[src/rtl/nist_pkg.sv]
// ----------------------------------------------------------------------------
// nist_pkg
// Shared types and constants for the node id slot table.
// ----------------------------------------------------------------------------
package nist_pkg;

    localparam int NUM_SLOTS = 4;
    localparam int OPCODE_W  = 2;
    localparam int IDENT_W   = 8;
    localparam int HANDLE_W  = 8;
    localparam int SLOT_W    = 4;

    localparam logic [OPCODE_W-1:0] OP_REGISTER   = 2'd0;
    localparam logic [OPCODE_W-1:0] OP_FIND       = 2'd1;
    localparam logic [OPCODE_W-1:0] OP_UNREGISTER = 2'd2;
    localparam logic [OPCODE_W-1:0] OP_READ       = 2'd3;

    typedef struct packed {
        logic                fire;
        logic [OPCODE_W-1:0] opcode;
        logic [IDENT_W-1:0]  node_ident;
        logic [HANDLE_W-1:0] slot_handle;
    } req_t;

    // Carried from each cell to the next one up the row.
    typedef struct packed {
        logic               claimed;
        logic               ok;
        logic [SLOT_W-1:0]  slot;
        logic [IDENT_W-1:0] ident;
    } chain_t;

endpackage

[src/rtl/nist_if.sv]
// ----------------------------------------------------------------------------
// nist_req_if / nist_rsp_if
// Valid/ready channels for requests and responses.
// ----------------------------------------------------------------------------
interface nist_req_if;
    logic                          valid;
    logic                          ready;
    logic [nist_pkg::OPCODE_W-1:0] opcode;
    logic [nist_pkg::IDENT_W-1:0]  node_ident;
    logic [nist_pkg::HANDLE_W-1:0] slot_handle;

    modport source (output valid, opcode, node_ident, slot_handle, input ready);
    modport sink   (input valid, opcode, node_ident, slot_handle, output ready);
endinterface

interface nist_rsp_if;
    logic                         valid;
    logic                         ready;
    logic                         ok;
    logic [nist_pkg::SLOT_W-1:0]  slot_out;
    logic [nist_pkg::IDENT_W-1:0] ident_out;

    modport source (output valid, ok, slot_out, ident_out, input ready);
    modport sink   (input valid, ok, slot_out, ident_out, output ready);
endinterface

[src/rtl/nist_cell.sv]
// ----------------------------------------------------------------------------
// nist_cell
// One slot of the table: holds an id and its used flag, and updates the
// response handed along the row of cells.
// ----------------------------------------------------------------------------
module nist_cell (
    input  logic                        clk,
    input  logic                        rst_n,
    input  logic [nist_pkg::SLOT_W-1:0] slot_index,
    input  nist_pkg::req_t              req,
    input  nist_pkg::chain_t            chain_in,
    output nist_pkg::chain_t            chain_out,
    output logic                        take
);

    logic                         used_reg;
    logic                         used_next;
    logic [nist_pkg::IDENT_W-1:0] ident_reg;
    logic [nist_pkg::IDENT_W-1:0] ident_next;
    logic                         handle_hit;
    logic                         ident_hit;

    assign handle_hit = req.slot_handle ==
                        {{(nist_pkg::HANDLE_W-nist_pkg::SLOT_W){1'b0}}, slot_index};
    assign ident_hit  = used_reg && (ident_reg == req.node_ident);
    assign take       = (req.opcode == nist_pkg::OP_REGISTER) && !chain_in.claimed
                        && !used_reg;

    always_comb
    begin
        chain_out         = chain_in;
        chain_out.claimed = chain_in.claimed || !used_reg;
        case (req.opcode)
            nist_pkg::OP_REGISTER:
            begin
                if (take)
                begin
                    chain_out.ok   = 1'b1;
                    chain_out.slot = slot_index;
                end
            end
            nist_pkg::OP_FIND:
            begin
                // Later cells overwrite, so the highest matching slot wins.
                if (ident_hit)
                begin
                    chain_out.ok   = 1'b1;
                    chain_out.slot = slot_index;
                end
            end
            nist_pkg::OP_UNREGISTER:
            begin
                if (handle_hit)
                begin
                    chain_out.ok   = 1'b1;
                    chain_out.slot = slot_index;
                end
            end
            default:
            begin
                if (handle_hit && used_reg)
                begin
                    chain_out.ok    = 1'b1;
                    chain_out.slot  = slot_index;
                    chain_out.ident = ident_reg;
                end
            end
        endcase
    end

    always_comb
    begin
        used_next  = used_reg;
        ident_next = ident_reg;
        if (req.fire && take)
        begin
            used_next  = 1'b1;
            ident_next = req.node_ident;
        end
        else if (req.fire && (req.opcode == nist_pkg::OP_UNREGISTER) && handle_hit)
        begin
            used_next  = 1'b0;
            ident_next = '0;
        end
    end

    always_ff @(posedge clk or negedge rst_n)
    begin
        if (!rst_n)
        begin
            used_reg  <= 1'b0;
            ident_reg <= '0;
        end
        else
        begin
            used_reg  <= used_next;
            ident_reg <= ident_next;
        end
    end

    // A free slot always holds a cleared id.
    a_free_slot_zero: assert property (@(posedge clk) disable iff (!rst_n)
        !used_reg |-> ident_reg == '0)
        else $error("free slot holds a nonzero id");

endmodule

[src/rtl/node_id_slot_table.sv]
// ----------------------------------------------------------------------------
// node_id_slot_table
// Table of node ids in a row of slot cells; register, find, unregister and
// read requests each give one response beat.
// ----------------------------------------------------------------------------
//  Channel  Dir  Beat contents
//  req      in   opcode, node_ident, slot_handle
//  rsp      out  ok, slot_out, ident_out
//
//  A request beat is answered in the cycle after it is taken, so one request
//  per cycle is sustained while rsp is ready; the ripple through the row of
//  cells sets the cycle's logic depth. The response sits in an output register,
//  and a new request is taken whenever that register is empty or being drained.
//  Reset clears every slot to free with a zero id. A stalled rsp holds the
//  response and stalls req until it is taken.
module node_id_slot_table (
    input  logic       clk,
    input  logic       rst_n,
    nist_req_if.sink   req,
    nist_rsp_if.source rsp
);

    nist_pkg::req_t   cell_req;
    nist_pkg::chain_t chain [nist_pkg::NUM_SLOTS+1];
    logic [nist_pkg::NUM_SLOTS-1:0] take;

    logic                         out_valid_reg;
    logic                         out_valid_next;
    logic                         ok_reg;
    logic [nist_pkg::SLOT_W-1:0]  slot_reg;
    logic [nist_pkg::IDENT_W-1:0] ident_reg;
    logic                         fire;

    assign req.ready = !out_valid_reg || rsp.ready;
    assign fire      = req.valid && req.ready;

    assign cell_req.fire        = fire;
    assign cell_req.opcode      = req.opcode;
    assign cell_req.node_ident  = req.node_ident;
    assign cell_req.slot_handle = req.slot_handle;

    assign chain[0] = '0;

    for (genvar k = 0; k < nist_pkg::NUM_SLOTS; k++)
    begin : g_cell
        nist_cell u_cell (
            .clk        (clk),
            .rst_n      (rst_n),
            .slot_index (nist_pkg::SLOT_W'(k)),
            .req        (cell_req),
            .chain_in   (chain[k]),
            .chain_out  (chain[k+1]),
            .take       (take[k])
        );
    end

    always_comb
    begin
        out_valid_next = out_valid_reg;
        if (fire)
        begin
            out_valid_next = 1'b1;
        end
        else if (rsp.ready)
        begin
            out_valid_next = 1'b0;
        end
    end

    always_ff @(posedge clk or negedge rst_n)
    begin
        if (!rst_n)
        begin
            out_valid_reg <= 1'b0;
        end
        else
        begin
            out_valid_reg <= out_valid_next;
        end
    end

    always_ff @(posedge clk)
    begin
        if (fire)
        begin
            ok_reg    <= chain[nist_pkg::NUM_SLOTS].ok;
            slot_reg  <= chain[nist_pkg::NUM_SLOTS].slot;
            ident_reg <= chain[nist_pkg::NUM_SLOTS].ident;
        end
    end

    assign rsp.valid     = out_valid_reg;
    assign rsp.ok        = ok_reg;
    assign rsp.slot_out  = slot_reg;
    assign rsp.ident_out = ident_reg;

    a_single_take: assert property (@(posedge clk) disable iff (!rst_n)
        $onehot0(take))
        else $error("more than one slot claimed by a register");

    a_answer_next: assert property (@(posedge clk) disable iff (!rst_n)
        fire |=> rsp.valid)
        else $error("accepted request not answered in the next cycle");

    a_fail_zero: assert property (@(posedge clk) disable iff (!rst_n)
        rsp.valid && !rsp.ok |-> rsp.slot_out == '0 && rsp.ident_out == '0)
        else $error("failed response carries nonzero fields");

endmodule

[src/flat_wrapper.sv]
// flat-port wrapper written by rule: the top's interface ports become plain ports
module node_id_slot_table_flat 
  (clk, rst_n, req_valid, req_opcode, req_node_ident, req_slot_handle, req_ready, rsp_valid, rsp_ok, rsp_slot_out, rsp_ident_out, rsp_ready);
  nist_req_if req_i ();
  nist_rsp_if rsp_i ();
  input  logic clk;
  input  logic rst_n;
  input wire logic [$bits(req_i.valid)-1:0] req_valid;
  input wire logic [$bits(req_i.opcode)-1:0] req_opcode;
  input wire logic [$bits(req_i.node_ident)-1:0] req_node_ident;
  input wire logic [$bits(req_i.slot_handle)-1:0] req_slot_handle;
  output wire logic [$bits(req_i.ready)-1:0] req_ready;
  output wire logic [$bits(rsp_i.valid)-1:0] rsp_valid;
  output wire logic [$bits(rsp_i.ok)-1:0] rsp_ok;
  output wire logic [$bits(rsp_i.slot_out)-1:0] rsp_slot_out;
  output wire logic [$bits(rsp_i.ident_out)-1:0] rsp_ident_out;
  input wire logic [$bits(rsp_i.ready)-1:0] rsp_ready;
  assign req_i.valid = req_valid;
  assign req_i.opcode = req_opcode;
  assign req_i.node_ident = req_node_ident;
  assign req_i.slot_handle = req_slot_handle;
  assign req_ready = req_i.ready;
  assign rsp_valid = rsp_i.valid;
  assign rsp_ok = rsp_i.ok;
  assign rsp_slot_out = rsp_i.slot_out;
  assign rsp_ident_out = rsp_i.ident_out;
  assign rsp_i.ready = rsp_ready;
  node_id_slot_table u_core (.clk(clk), .rst_n(rst_n), .req(req_i), .rsp(rsp_i));
endmodule
[config.mk]
export PLATFORM = sky130hd
export DESIGN_NAME = node_id_slot_table_flat
export DESIGN_NICKNAME = d
export VERILOG_FILES = /design/src/rtl/nist_pkg.sv /design/src/rtl/nist_if.sv /design/src/rtl/nist_cell.sv /design/src/rtl/node_id_slot_table.sv /design/src/flat_wrapper.sv
export SDC_FILE = /design/constraint.sdc
export NUM_CORES = 1
export LEC_CHECK = 0
export BUFFER_PORTS_ARGS = -buffer_cell sky130_fd_sc_hd__buf_2
export CAP_MARGIN = 15
export CELL_PAD_IN_SITES_DETAIL_PLACEMENT = 1
export CELL_PAD_IN_SITES_GLOBAL_PLACEMENT = 1
export CORE_UTILIZATION = 48
export CTS_CLUSTER_SIZE = 28
export DETAILED_ROUTE_END_ITERATION = 16
export MAX_ROUTING_LAYER = met4
export PLACE_DENSITY_LB_ADDON = 0.1
export RECOVER_POWER = 100
export SLEW_MARGIN = 20
export SYNTH_ARGS = -nofsm -noshare
export SYNTH_HDL_FRONTEND = slang
export SYNTH_SLANG_ARGS = --single-unit
export TNS_END_PERCENT = 30
[constraint.sdc]
create_clock -name clk -period 3.69 [get_ports clk]
set_input_delay 0.369 -clock clk [delete_from_list [all_inputs] [get_ports clk]]
set_output_delay 0.369 -clock clk [all_outputs]
set_load 0.005 [all_outputs]
==> out/results.tsv <==
stage	metric	value	unit
run_status	status	complete, but fails checks	
run_status	failing checks	capacitance limit, slew limit	
synthesis	FF+latch count, synth	48	
synthesis	top cells by area, synth	dfrtp_1 (36%), edfxtp_1 (13%), a22o_1 (11%)	
floorplan	Die Footprint	5710	sq um
finish	nets	295	
clock_network	clk_lat worst skew	0.31	ns
synthesis	EDFF count, synth	11	
floorplan	Starting Density	0.503	
global_route	first-pass GRT wire length	11.1	mm
route	DR pass1 iterations	4	
clock_network	clk sinks	48	
timing	Hold Fails Final Rpt	0	
place	pre-CTS setup slack	1.45	ns
finish	Util after Layout	0.555	
finish	Fill cells	596	
route	Antenna Nets Post-Route	0	
clock_network	post-CTS resize count	0	
finish	most frequent cells in the layout	dfrtp_1 (37), xnor2_1 (32), a22o_1 (32)	
timing	Fin Setup TNS	0	ns
hold_path	hold_sp	req_valid	
hold_path	cell depth of the worst hold path	2	
clock_network	CTS buffer count	5	
critical_path	Arr. time, crit path	2.74	ns
floorplan	die height	75.6	microns
power	Pwr Density	629	nW/um^2
finish	Design Area, Final	2870	sq um
floorplan	Core ar.	5170	sq um
finish	Diodes inserted	0	
synthesis	top_reg_cell synth	dfrtp_1	
finish	Finished Layout Cells	344	
hold_path	hold path endpoint	u_core.rsp.valid$_DFFE_PN0P_	
synthesis	cell area after synthesis	2600	sq um
clock_network	root buffer cell	clkbuf_8	
synthesis	Synth Instances	247	
critical_path	end of the worst register-to-register path	u_core.g_cell[1].u_cell.ident_reg[3]$_DFFE_PN0P_	
critical_path	crit path kind	in2reg	
clock_network	clock tree from TritonCTS	yes	
finish	commonest non-fill, non-tap cell in the layout	dfrtp_1	
timing	Tcrit/Tclk final	0.729	
route	post-route DRC violation count	0	
synthesis	Ys Warns	0	
timing	max-slew violation count	38	
finish	Largest register FFs	32	
critical_path	Reg2Reg Setup Slack	1.04	ns
critical_path	CP required	3.73	ns
clock_network	deepest clock path buffer count	2	
synthesis	FFs w/ async S/R, synth	0.771	
timing	Worst-Margin Slew	2.06	ns
timing	Final min period	2.69	ns
synthesis	Distinct cells, synth	43	
critical_path	crit path max fanout	11	
route	final wirelength	7.30	mm
route	via count	2071	
critical_path	worst reg-to-reg path cell count	6	
synthesis	post-synth top area share	0.356	
place	placed cell count	336	
critical_path	crit path launch type	input port	
place	placed cell areas	2780	sq um
place	Final HPWL DP	5.24	mm
clock_network	cts hold-fix bufs	0	
timing	Setup WS post-layout	0.999	ns
floorplan	Die Width	75.6	microns
power	peak supply drop	326	uV
hold_path	Hold Path Class	in2reg	
clock_network	CTS H-tree lvls	2	
power	P_leak	1.14	nW
synthesis	leading area contributor after synthesis	dfrtp_1	
route	wire length per cell	21.2	microns
synthesis	average cell area after synthesis	10.5	sq um
global_route	initial antenna violation count	0	
critical_path	reg2reg start	u_core.rsp.valid$_DFFE_PN0P_	
global_route	largest net degree at the start of global routing	38	
timing	setup violators final	0	
global_route	GRT Total Usage	0.288	
clock_network	postcts setup bufs	0	
timing	Worst Skew	0.00749	ns
global_route	global route overflow	0	
place	IO Port Bufs	34	
critical_path	critical path capture point type	register	
synthesis	register area share after synthesis	0.483	
route	vias per cell	6.02	
run	Max Cap Viol	1	
timing	achievable frequency	0.372	GHz
clock_network	Reg clk slew, reported paths	0.08	ns
global_route	vias in the first global route	2038	
route	drt initial violations	187	
timing	Rel. slew slack	-0.375	
floorplan	row count	26	
finish	share of layout cells above drive strength 1	0.128	
place	routability cong.	0.867	
floorplan	I/O pin count	37	
finish	Area growth syn-to-layout	10.4	%
timing	RSZ-0062 raised after global routing	no	
==> cells in the mapped netlist (2+ instances only) <==
cell type	instances
a31oi_1	3
o22ai_1	7
inv_1	4
nand3_1	8
xnor2_1	32
nor2_2	2
buf_2	11
and2_1	4
dfrtp_1	37
a22o_1	32
o21ai_0	10
nor4_1	3
nand4_1	8
clkbuf_1	3
nor2b_1	3
nor3_1	8
o21ai_1	3
nand2b_1	2
edfxtp_1	11
a221oi_1	6
a22oi_1	2
nand2_1	18
nor2_1	9
buf_4	2
==> cell type report <==
class / instances / area [sq um] / area share
clock buffer: 7 / 96.3 / 0.0336
clock inverter: 1 / 30.0 / 0.0105
inverter: 5 / 18.8 / 0.00654
multi-input combinational: 179 / 1220 / 0.426
sequential: 48 / 1260 / 0.438
tap: 70 / 87.6 / 0.0305
timing repair buffer: 34 / 159 / 0.0554
==> worst max-delay path: stages <==
cell	delay [ns]
buf_2	0.10
nor4_1	0.98
nand4_1	0.70
o22ai_1	0.49
nor3_1	0.10
==> metrics by stage <==
step                hold slack, ns  power (W)
global placement             0.513    0.00137
floorplan                   0.0734    0.00124
CTS                          0.187    0.00181
detailed placement           0.523    0.00139
global route                 0.279    0.00189
finish                       0.263    0.00181
==> how the worst max path moves through the flow <==
stage,endpoint,cells past startpoint,from,slack (ns)
after floorplan,u_core.rsp.ok$_DFFE_PP_,6,req_opcode[1],1.98
after global placement,u_core.rsp.ident_out[1]$_DFFE_PP_,5,req_slot_handle[5],1.45
after detailed placement,u_core.rsp.ident_out[1]$_DFFE_PP_,5,req_slot_handle[5],1.45
after CTS,u_core.g_cell[0].u_cell.ident_reg[7]$_DFFE_PN0P_,6,u_core.rsp.valid$_DFFE_PN0P_,1.61
after global routing,u_core.rsp.ident_out[1]$_DFFE_PP_,5,req_slot_handle[5],0.85
final,u_core.rsp.ident_out[1]$_DFFE_PP_,5,req_slot_handle[5],1.0
==> where the power goes <==
part | switching, W | total (W) | internal [W]
Clock | 0.000177 | 0.000416 | 0.000239
Sequential | 0.000197 | 0.000914 | 0.000717
Combinational | 0.000208 | 0.000476 | 0.000268
Total | 0.000582 | 0.00181 | 0.00122
==> per-layer routing <==
metal / vias to the layer above / wire length, microns / track usage
li1: 978 / - / -
met1: 1023 / 3490 / 0.398
met2: 61 / 3400 / 0.445
met3: 9 / 324 / 0.0450
met4: 0 / 90 / 0.0761
met5: - / 0 / -
==> kinds of logic after synthesis <==
| logic type | share of synthesized area |
|---|---|
| DFF | 0.483 |
| and+or+nand+nor | 0.152 |
| xor gates and xnor gates | 0.108 |
| muxes | 0.00385 |
| buffers and inverters | 0.0385 |
| other | 0.00144 |
| AOI/OAI and AO/OA | 0.214 |
(Power assumes the default switching activity.)
